`config.mk`:
```
export PLATFORM = sky130hd
export DESIGN_NAME = csrc_merge
export DESIGN_NICKNAME = d
export VERILOG_FILES = /design/src/csrc_pkg.sv /design/src/csrc_merge.sv
export SDC_FILE = /design/constraint.sdc
export NUM_CORES = 1
export LEC_CHECK = 0
export ABC_AREA = 1
export BUFFER_PORTS_ARGS = -buffer_cell sky130_fd_sc_hd__buf_2
export CORE_ASPECT_RATIO = 1.5
export CORE_MARGIN = 2
export CORE_UTILIZATION = 39
export DETAILED_ROUTE_END_ITERATION = 16
export PLACE_DENSITY_LB_ADDON = 0.25
export SETUP_SLACK_MARGIN = 0.1
export SLEW_MARGIN = 0
export SYNTH_ARGS = -nofsm -noshare
export SYNTH_HDL_FRONTEND = slang
export SYNTH_SLANG_ARGS = --single-unit
```
`constraint.sdc`:
```
create_clock -name clk -period 1.9 [get_ports clk]
set_input_delay 0.38 -clock clk [delete_from_list [all_inputs] [get_ports clk]]
set_output_delay 0.38 -clock clk [all_outputs]
set_load 0.1 [all_outputs]
```
`src/csrc_pkg.sv`:
```
// ============================================================================
// csrc_pkg: shared types and constants for the cubic sample rate converter
// Holds sample widths, register indexes and the request structs of both
// channels.
// ============================================================================
package csrc_pkg;

    localparam int SAMPLE_BITS         = 16;
    localparam int PHASE_FRAC_BITS_DEF = 16;
    localparam int MAX_OUT             = 16;
    localparam int CNT_W               = $clog2(MAX_OUT);
    localparam int CFG_INDEX_W         = 1;

    localparam logic [CFG_INDEX_W-1:0] REG_STEP        = 1'b0;
    localparam logic [CFG_INDEX_W-1:0] REG_STEREO_MODE = 1'b1;

    typedef logic signed [SAMPLE_BITS-1:0] sample_t;

    // Four-entry history, entry 0 is the oldest sample.
    typedef sample_t [3:0] hist_t;

    typedef struct packed {
        sample_t left_sample;
        sample_t right_sample;
    } in_req_t;

    typedef struct packed {
        sample_t left_out;
        sample_t right_out;
        logic    last_of_run;
    } out_req_t;

    // Controls from the sequencer to both interpolation lanes.
    typedef struct packed {
        logic start;
        logic take;
    } lane_ctl_t;

endpackage

```
`src/csrc_merge.sv`:
```
// ============================================================================
// csrc_merge: joins the two lane results into one output request
// Owns the output register, so a finished result can wait for the consumer
// while the lanes start on the next one.
// ============================================================================
module csrc_merge (
    input  logic                clk,
    input  logic                rst_n,
    input  logic                left_done,
    input  logic                right_done,
    input  csrc_pkg::sample_t   left_y,
    input  csrc_pkg::sample_t   right_y,
    input  logic                last,
    output logic                take,
    output logic                result_valid,
    input  logic                result_stall,
    output csrc_pkg::out_req_t  result
);

    logic               valid_reg;
    csrc_pkg::out_req_t data_reg;

    assign take = left_done && right_done && (!valid_reg || !result_stall);

    always_ff @(posedge clk or negedge rst_n)
    begin
        if (!rst_n)
            valid_reg <= 1'b0;
        else if (take)
            valid_reg <= 1'b1;
        else if (!result_stall)
            valid_reg <= 1'b0;
    end

    always_ff @(posedge clk)
    begin
        if (take)
        begin
            data_reg.left_out    <= left_y;
            data_reg.right_out   <= right_y;
            data_reg.last_of_run <= last;
        end
    end

    assign result_valid = valid_reg;
    assign result       = data_reg;

endmodule

```
==> metrics.md <==
| Metric | Value |
|---|---|
| Critical Path Max Stage Delay | `0.49 ns` |
| P per Cell Area | `1019 nW/um2` |
| CTS max path bufs | `2` |
| First-pass DRT Iterations | `3` |
| Placed cells | `148` |
| Fraction of layout cells with a size suffix above 1 | `68.60%` |
| Final wirelength | `1811 um` |
| Kind of critical path | `reg -> out` |
| Average cell area after synthesis | `26.66 um2` |
| DR vias | `646` |
| GPL Wtd Cong | `0.7030` |
| Boundary Pins | `73` |
| Total grt overflow | `0` |
| Area Growth Syn to Fin | `48.62%` |
| Compound-Gate Fraction of Synth Area | `0%` |
| Fmax | `0.6159 GHz` |
| Buf+Inv Stages, Crit Path | `2` |
| Clock power frac | `24.2%` |
| Yosys reg bits | `34` |
| DIE HEIGHT | `67.24 um` |
| Int Pwr | `0.001099 W` |
| Starting Density | `41.51%` |
| DR iter-0 viols | `10` |
| First-pass GRT wire length | `2532 um` |
| GRT Total Usage | `12.49%` |
| Hpwl dp | `1385 um` |
| Final ANT Viol Nets | `0` |
| Initial antenna violation count | `0` |
| RSZ-0062 raised after global routing | `false` |
| Xor and xnor area share after synthesis | `0%` |
| Row cnt | `22` |
| Synth Area in Adders | `0%` |
| Post-DR wirelength/cell | `11.54 um` |
| Worst hold path class | `in -> reg` |
| Final Slew Violations | `0` |
| Syn_nets | `77` |
| Sequential power share | `55.3%` |
| CTS tree | `done` |
| Non-Filler Instances | `157` |
| Top cell type's share of synthesized area | `95.31%` |
| Post-synthesis mux area share | `0%` |
| Sw frac | `30.15%` |
| Root Buffer | `clkbuf_4` |
| Most common cell after layout, fill and taps aside | `buf_2` |
| Peak VDD IR | `0.0006026 V` |
| Sw power | `0.0004745 W` |
| Largest net degree at the start of global routing | `34` |
| Diode count | `0` |
| CTS HTree Levels | `2` |
| Number of max-cap violations | `0` |
| Gate power share | `20.5%` |
| Post-Syn Area | `1040 um2` |
| Fillers | `204` |
| CP Launch Type | `register` |
| Setup TNS | `0 ns` |
| Ranking of synthesized cells by area | `edfxtp_1 95%, dfrtp_1 2.4%, nand2_1 0.72%, nand2_2 0.60%, nor2_2 0.60%` |
| Leading area contributor after synthesis | `edfxtp_1` |
| Critical Path, Cell by Cell | `nand2_2 -> inv_2 -> nor2_4 -> buf_12` |
| Worst Path Max Fanout | `2` |
| Setup crit end kind | `primary output` |
| Netlist cell types | `6` |
| Clk Latency, worst-skew pair | `0.31 ns` |
| Setup Viol. Count Final | `0` |
| Post-Synth Simple-Gate Area | `1.925%` |
| DIE WIDTH | `46.16 um` |
| Relative slew slack | `67.36%` |
| DRC | `0` |
| Crit path DAT | `1.24 ns` |
| Clock Pin Slew Worst Setup and Hold Paths | `0.09 ns` |
| Fin crit share | `85.46%` |
| Status | `finished clean` |
| Worst Max-Slew Pin Slew | `0.4930 ns` |
| Crit path max-delay cell type | `dfrtp_4` |
| Commonest cells after routing, fill and taps aside | `71 x buf_2, 33 x edfxtp_1, 5 x clkbuf_4` |
| Sequential area share after synthesis | `97.71%` |
| Fin. Hold Viols | `0` |
| Post-layout net count | `158` |
| Cells after Synth | `39` |
| Port Buffers | `72` |
| Number of vias per cell | `4.115` |
| Main combinational cell family by area after synthesis | `simple AND/OR/NAND/NOR gates` |
| Period minus WS final | `1.624 ns` |
| Synth warnings | `0` |
| Skew final | `0.004811 ns` |
| Cell family with most CP delay | `flip-flops` |
| Vias in the first global route | `587` |
| Leakage | `0.6675 nW` |
| Worst path required time | `1.52 ns` |
| Post_cts resized | `0` |
| Core area | `2505 um2` |
| Die area | `3104 um2` |
| Clk sink count | `34` |
| CTS Buf Count | `5` |
[routing by layer]
metal	global-route usage [%]	wire length [um]
met2	22.22	1002
met3	5.615	188
met1	11.72	600
met5	0	0
met4	5.357	21
[kinds of logic after synthesis]
| family | count (synthesis) |
|---|---|
| DFF | 34 |
| and+or+nand+nor | 4 |
| buffers and inverters | 1 |
[Yosys cell counts]
cell type	number
nor2_2	1
nand2_2	1
inv_2	1
nand2_1	2
edfxtp_1	33
dfrtp_1	1
[sequential cells by signal, indices dropped and copies added (netlist names)]
name,flops
result_valid,1
result,33
[power by group through the flow]
stage / clock network [W] / registers (W) / logic [W]
floorplan: 0 / 0.00111 / 0.0000256
global placement: 0 / 0.000886 / 0.000320
detailed placement: 0 / 0.000887 / 0.000323
CTS: 0.000401 / 0.000870 / 0.000324
global route: 0.000429 / 0.000873 / 0.000334
finish: 0.000381 / 0.000870 / 0.000323
[through the flow]
| step | total power (W) | instance area (um2) | hold WS [ns] | utilization [%] | worst slack (ns) |
|---|---|---|---|---|---|
| after global routing | 0.001636 | 1545 | 0.2114 | 61.69 | 0.2067 |
| final | 0.001574 | 1545 | 0.2378 | 61.69 | 0.2762 |
| after CTS | 0.001595 | 1545 | 0.2190 | 61.69 | 0.2717 |
| after detailed placement | 0.001210 | 1476 | 0.1563 | 58.94 | 0.4240 |
| after global placement | 0.001206 | 1476 | 0.1551 | 58.94 | 0.4537 |
| after floorplan | 0.001137 | 1049 | 0.08443 | - | -0.2072 |
[final cells by class]
class	instances	area (um2)	area share (%)
flip-flops and latches	34	1020	65.99
inverters	1	3.754	0.2429
repair buffers	74	392.9	25.43
multi-input cells	4	25.02	1.619
well taps	36	45.04	2.915
clock buffers	8	58.81	3.806
[worst paths after layout]
path                               from      endpoint  slack (ns)  depth (start not counted)
max                        result_valid          take        0.28                          4
min                          left_y[11]    result[28]        0.24                          1
max reg2reg                result_valid     result[2]        0.43                          4
min reg2reg                result_valid  result_valid        0.59                          2
max in group asynchronous         rst_n  result_valid        1.43                          2
min in group asynchronous         rst_n  result_valid        0.37                          2
[repair_timing]
action / 4_1_cts / 5_1_grt
hold endpoints to repair: 1 / 0
hold buffers: 1 / 0
setup buffers: 0 / 0
No activity file was read; power rests on OpenSTA's default activity.
