--- src/csrc_pkg.sv ---
// ============================================================================
// csrc_pkg: shared types and constants for the cubic sample rate converter
// Holds sample widths, register indexes and the request structs of both
// channels.
// ============================================================================
package csrc_pkg;

    localparam int SAMPLE_BITS         = 16;
    localparam int PHASE_FRAC_BITS_DEF = 16;
    localparam int MAX_OUT             = 16;
    localparam int CNT_W               = $clog2(MAX_OUT);
    localparam int CFG_INDEX_W         = 1;

    localparam logic [CFG_INDEX_W-1:0] REG_STEP        = 1'b0;
    localparam logic [CFG_INDEX_W-1:0] REG_STEREO_MODE = 1'b1;

    typedef logic signed [SAMPLE_BITS-1:0] sample_t;

    // Four-entry history, entry 0 is the oldest sample.
    typedef sample_t [3:0] hist_t;

    typedef struct packed {
        sample_t left_sample;
        sample_t right_sample;
    } in_req_t;

    typedef struct packed {
        sample_t left_out;
        sample_t right_out;
        logic    last_of_run;
    } out_req_t;

    // Controls from the sequencer to both interpolation lanes.
    typedef struct packed {
        logic start;
        logic take;
    } lane_ctl_t;

endpackage

--- src/csrc_lane.sv ---
// ============================================================================
// csrc_lane: one channel of cubic Lagrange interpolation
// Horner evaluation with a single shared multiplier, then a divide by six
// through a reciprocal multiply and saturation to the sample width.
// ============================================================================
module csrc_lane #(
    parameter int PHASE_FRAC_BITS = csrc_pkg::PHASE_FRAC_BITS_DEF
) (
    input  logic                        clk,
    input  logic                        rst_n,
    input  csrc_pkg::lane_ctl_t         ctl,
    input  logic [PHASE_FRAC_BITS-1:0]  frac,
    input  csrc_pkg::hist_t             hist,
    output logic                        done,
    output csrc_pkg::sample_t           y
);

    localparam int F      = PHASE_FRAC_BITS;
    localparam int S      = csrc_pkg::SAMPLE_BITS;
    localparam int ACC_W  = S + 6;
    localparam int PROD_W = ACC_W + F + 1;
    localparam int K      = ACC_W + 3;
    localparam int RW     = K - 2;
    localparam int DP_W   = ACC_W + RW;
    localparam int QW     = ACC_W - 2;
    localparam longint unsigned RECIP_L = ((longint'(1) << K) + 5) / 6;
    localparam logic [RW-1:0]   RECIP   = RW'(RECIP_L);
    localparam logic signed [PROD_W-1:0] HALF =
        {{(PROD_W - F){1'b0}}, 1'b1, {(F - 1){1'b0}}};
    localparam logic [QW-1:0] Q_POS_MAX = QW'((longint'(1) << (S - 1)) - 1);
    localparam logic [QW-1:0] Q_NEG_MAX = QW'(longint'(1) << (S - 1));
    localparam logic signed [S-1:0] S_MAX = {1'b0, {(S - 1){1'b1}}};
    localparam logic signed [S-1:0] S_MIN = {1'b1, {(S - 1){1'b0}}};

    typedef enum logic [6:0] {
        L_IDLE = 7'b0000001,
        L_MUL  = 7'b0000010,
        L_ADD  = 7'b0000100,
        L_MAG  = 7'b0001000,
        L_DIV  = 7'b0010000,
        L_SAT  = 7'b0100000,
        L_DONE = 7'b1000000
    } lane_state_t;

    lane_state_t                state_reg;
    logic [1:0]                 stage_reg;
    logic [F-1:0]               t_reg;
    logic signed [ACC_W-1:0]    acc_reg;
    logic signed [ACC_W-1:0]    coef_b_reg;
    logic signed [ACC_W-1:0]    coef_c_reg;
    logic signed [ACC_W-1:0]    coef_d_reg;
    logic signed [PROD_W-1:0]   prod_reg;
    logic [ACC_W-1:0]           mag_reg;
    logic                       neg_reg;
    logic [DP_W-1:0]            dprod_reg;
    csrc_pkg::sample_t          y_reg;

    logic signed [ACC_W-1:0]    v1, v2, v3, v4;
    logic signed [ACC_W-1:0]    coef_a, coef_b, coef_c, coef_d;
    logic signed [ACC_W-1:0]    coef_sel;
    logic signed [PROD_W-1:0]   prod_next;
    logic signed [PROD_W-1:0]   rnd_sum;
    logic signed [PROD_W-1:0]   rnd_shift;
    logic signed [ACC_W-1:0]    acc_next;
    logic [ACC_W-1:0]           abs_acc;
    logic [DP_W-1:0]            dprod_next;
    logic [QW-1:0]              quot;
    csrc_pkg::sample_t          y_next;

    // Coefficients of the cubic, all scaled by six so they stay integer.
    always_comb
    begin
        v1     = ACC_W'($signed(hist[0]));
        v2     = ACC_W'($signed(hist[1]));
        v3     = ACC_W'($signed(hist[2]));
        v4     = ACC_W'($signed(hist[3]));
        coef_a = ACC_W'(v4 - v1 + (v2 <<< 1) + v2 - (v3 <<< 1) - v3);
        coef_b = ACC_W'((v1 - (v2 <<< 1) + v3) * ACC_W'(3));
        coef_c = ACC_W'((v3 <<< 2) + (v3 <<< 1) - (v1 <<< 1) - (v2 <<< 1) - v2 - v4);
        coef_d = ACC_W'((v2 <<< 2) + (v2 <<< 1));
    end

    always_comb
    begin
        case (stage_reg)
            2'd0:    coef_sel = coef_b_reg;
            2'd1:    coef_sel = coef_c_reg;
            default: coef_sel = coef_d_reg;
        endcase
    end

    assign prod_next  = PROD_W'(acc_reg) * PROD_W'($signed({1'b0, t_reg}));
    assign rnd_sum    = prod_reg + HALF;
    assign rnd_shift  = rnd_sum >>> F;
    assign acc_next   = ACC_W'(rnd_shift) + coef_sel;
    assign abs_acc    = acc_reg[ACC_W-1] ? ACC_W'(-acc_reg) : ACC_W'(acc_reg);
    assign dprod_next = DP_W'(mag_reg) * DP_W'(RECIP);
    assign quot       = dprod_reg[DP_W-1:K];

    // Round half away from zero is done on the magnitude, then the sign returns.
    always_comb
    begin
        if (neg_reg)
        begin
            if (quot > Q_NEG_MAX)
                y_next = S_MIN;
            else
                y_next = S'(~quot + 1'b1);
        end
        else
        begin
            if (quot > Q_POS_MAX)
                y_next = S_MAX;
            else
                y_next = S'(quot);
        end
    end

    always_ff @(posedge clk or negedge rst_n)
    begin
        if (!rst_n)
        begin
            state_reg <= L_IDLE;
            stage_reg <= 2'd0;
        end
        else
        begin
            case (state_reg)
                L_IDLE:
                begin
                    if (ctl.start)
                    begin
                        state_reg <= L_MUL;
                        stage_reg <= 2'd0;
                    end
                end
                L_MUL:
                    state_reg <= L_ADD;
                L_ADD:
                begin
                    if (stage_reg == 2'd2)
                        state_reg <= L_MAG;
                    else
                    begin
                        stage_reg <= stage_reg + 2'd1;
                        state_reg <= L_MUL;
                    end
                end
                L_MAG:
                    state_reg <= L_DIV;
                L_DIV:
                    state_reg <= L_SAT;
                L_SAT:
                    state_reg <= L_DONE;
                L_DONE:
                begin
                    if (ctl.take)
                        state_reg <= L_IDLE;
                end
                default:
                    state_reg <= L_IDLE;
            endcase
        end
    end

    always_ff @(posedge clk)
    begin
        if (state_reg == L_IDLE && ctl.start)
        begin
            acc_reg    <= coef_a;
            coef_b_reg <= coef_b;
            coef_c_reg <= coef_c;
            coef_d_reg <= coef_d;
            t_reg      <= frac;
        end
        if (state_reg == L_MUL)
            prod_reg <= prod_next;
        if (state_reg == L_ADD)
            acc_reg <= acc_next;
        if (state_reg == L_MAG)
        begin
            mag_reg <= abs_acc + ACC_W'(3);
            neg_reg <= acc_reg[ACC_W-1];
        end
        if (state_reg == L_DIV)
            dprod_reg <= dprod_next;
        if (state_reg == L_SAT)
            y_reg <= y_next;
    end

    assign done = (state_reg == L_DONE);
    assign y    = y_reg;

endmodule

--- config.mk ---
export PLATFORM = sky130hd
export DESIGN_NAME = csrc_lane
export DESIGN_NICKNAME = d
export VERILOG_FILES = /design/src/csrc_pkg.sv /design/src/csrc_lane.sv
export SDC_FILE = /design/constraint.sdc
export NUM_CORES = 2
export LEC_CHECK = 0
export BUFFER_PORTS_ARGS = -buffer_cell sky130_fd_sc_hd__buf_4
export CORE_ASPECT_RATIO = 0.75
export CORE_UTILIZATION = 60
export CTS_CLUSTER_DIAMETER = 80
export CTS_CLUSTER_SIZE = 24
export DETAILED_ROUTE_END_ITERATION = 16
export GPL_TIMING_DRIVEN = 0
export PLACE_DENSITY = 0.77
export SYNTH_ARGS = -nofsm -noshare
export SYNTH_HDL_FRONTEND = slang
export SYNTH_SLANG_ARGS = --single-unit
--- constraint.sdc ---
create_clock -name clk -period 9.8 [get_ports clk]
set_input_delay 0.98 -clock clk [delete_from_list [all_inputs] [get_ports clk]]
set_output_delay 0.98 -clock clk [all_outputs]
set_load 0.05 [all_outputs]
==> impl_metrics.env <==
export IMPL_path_delay_family="adder cells"
export IMPL_path_depth=25
export IMPL_grt_pass1_wl_mm=138.7
export IMPL_hold_class="in2async"
export IMPL_slowest_delay_ns=0.82
export IMPL_synth_fp_nets=5017
export IMPL_setup_tns_ns=0
export IMPL_crit_buf_inv=9
export IMPL_yosysUniqueCellTypes=73
export IMPL_grt_use_total_pct=28.53
export IMPL_synthTopCellsByCount="inv_1 (933), fa_1 (661), ha_1 (453)"
export IMPL_arrival_ns=9.27
export IMPL_synth_warnings=0
export IMPL_ys_flop_type="edfxtp_1"
export IMPL_totalWireLength_mm=84.23
export IMPL_die_x_um=289.5
export IMPL_rrSetupSlack_ns=0.73
export IMPL_period_minus_slack_ns=9.066
export IMPL_drt_pass1_iter_count=5
export IMPL_core_sq_um=60900
export IMPL_grt_pass1_vias=26690
export IMPL_clk_pin_slew_ns=0.08
export IMPL_worst_slew_pin_slew_ns=1.078
export IMPL_cap_violations=0
export IMPL_start_util_pct=61.08
export IMPL_final_layout_size_suffix_gt1_share_pct=4.697
export IMPL_largest_reg_flops=23
export IMPL_overflow=0
export IMPL_cp_data_required_time_ns=10.00
export IMPL_h_tree_depth=4
export IMPL_placed_area_sq_um=39100
export IMPL_cts_root_buf="clkbuf_16"
export IMPL_synthCells=3819
export IMPL_fmax_mhz=110.3
export IMPL_async_flop_share_pct=4.712
export IMPL_place_ws_ns=0.02400
export IMPL_synthToLayoutAreaGrowth_pct=6.734
export IMPL_die_y_um=217.6
export IMPL_path_common_cell="fa_1"
export IMPL_vias=26080
export IMPL_slew_viol_final=0
export IMPL_end_kind="flip-flop"
export IMPL_max_slew_margin_rel_pct=26.27
export IMPL_antenna_found_initial=0
export IMPL_hpwlAfterDp_mm=72.44
export IMPL_critPathLaunchType="flip-flop"
export IMPL_rsz0062_at_grt="no"
export IMPL_synth_area_leaders="fa_1 (36%), ha_1 (15%), edfxtp_1 (15%)"
export IMPL_status="finished clean"
export IMPL_synth_area_sq_um=37200
export IMPL_clock_latency_ns=0.50
export IMPL_hold_buffers=0
export IMPL_die_area_sq_um=63010
export IMPL_setup_viol=0
export IMPL_setup_ws_ns=0.7338
export IMPL_seq_area_frac_synth_pct=15.30
export IMPL_fin_area_sq_um=39700
export IMPL_placementRows=78
export IMPL_drt_iter0_drc=1863
export IMPL_critPathKind="reg2reg"
export IMPL_clk_path_buf_depth=2
export IMPL_hold_viol=0
export IMPL_wl_per_cell_um=17.69
export IMPL_clock_skew_ns=0.02584
export IMPL_cts_tree="built"
export IMPL_diodes=0
export IMPL_yosysTopAreaCellShare_pct=35.57
export IMPL_portBuffers=100
export IMPL_grt_max_degree=35
export IMPL_place_congestion=0.9620
export IMPL_synth_edff_count=182
export IMPL_via_per_inst=5.480
export IMPL_ant_nets=0
export IMPL_reg2regPathDepth=25
export IMPL_drc=0
export IMPL_ios=101
export IMPL_period_share_pct=92.51
export IMPL_critPathSlowestCell="fa_1"
export IMPL_fin_nets=5145
export IMPL_synth_avg_cell_area_sq_um=9.740
export IMPL_cts_sinks=191
export IMPL_yosysMostFrequentCell="inv_1"
export IMPL_numCtsBuffers=17
export IMPL_cp_max_fo=19
export IMPL_synth_seq_cells=191
export IMPL_synth_area_leader_cell="fa_1"
-- stage by stage --
step	cells	hold slack, ns	utilization (%)
2_1_floorplan	3819	0.4244	-
3_3_place_gp	4719	0.4840	63.96
3_5_place_dp	4729	0.4813	64.21
4_1_cts	4761	0.2852	65.20
5_1_grt	4760	0.2972	65.19
6_report	4760	0.3108	65.19
-- logic make-up after synthesis --
| family | Yosys count | synth area share (%) |
|---|---|---|
| flops | 191 | 15.30 |
| compound gates | 425 | 7.441 |
| buf+inv | 1031 | 10.41 |
| mux | 9 | 0.2456 |
| fa+ha+maj | 1114 | 50.81 |
| simple gates | 847 | 11.03 |
| xor+xnor | 202 | 4.756 |
-- cell usage in the layout (no fill, tap or decap), drive strengths merged, types with 20 or more instances in the layout --
| cell type | n |
|---|---|
| nand2b | 21 |
| a21o | 36 |
| fa | 661 |
| nand2 | 346 |
| edfxtp | 182 |
| o21a | 29 |
| ha | 453 |
| buf | 119 |
| nor3 | 44 |
| a21oi | 103 |
| and2 | 152 |
| xnor2 | 129 |
| o21ai | 94 |
| nor2 | 128 |
| nand3 | 45 |
| clkbuf | 105 |
| or3 | 20 |
| inv | 937 |
| xor2 | 73 |
-- final timing paths --
path,start,to
hold / removal,rst_n,stage_reg[1]$_DFFE_PN0P_
hold reg to reg,acc_reg[21]$_DFFE_PP_,neg_reg$_DFFE_PP_
min in group clk,acc_reg[21]$_DFFE_PP_,neg_reg$_DFFE_PP_
setup / recovery,acc_reg[21]$_DFFE_PP_,prod_reg[37]$_DFFE_PP_
max in group asynchronous,rst_n,state_reg[0]$_DFFE_PN1P_
setup reg to reg,acc_reg[21]$_DFFE_PP_,prod_reg[37]$_DFFE_PP_
-- what timing repair did --
action / in CTS / in global routing
resized for setup: 1 / 2
pin swaps: 0 / 0
buffers inserted: 0 / 0
setup endpoints to repair: 1 / 2
-- layer usage --
| metal | routed length, um | track usage [%] |
|---|---|---|
| met4 | 2041 | 8.010 |
| met2 | 38680 | 44.57 |
| met3 | 5872 | 5.157 |
| met1 | 37630 | 40.92 |
| met5 | 0 | 0 |
-- layout make-up --
class / count / area [sq um]
Buffer: 97 / 369.1
Fill cell: 4872 / 21200
Tap cell: 800 / 1001
Clock buffer: 17 / 425.4
Multi-Input combinational cell: 2597 / 27670
Sequential cell: 191 / 5692
Timing Repair Buffer: 110 / 869.6
Clock inverter: 15 / 170.2
Inverter: 933 / 3502
Power is left out: the tool's default activity adds up to more than one toggle a clock period on the data nets, which glitch-free logic cannot reach.
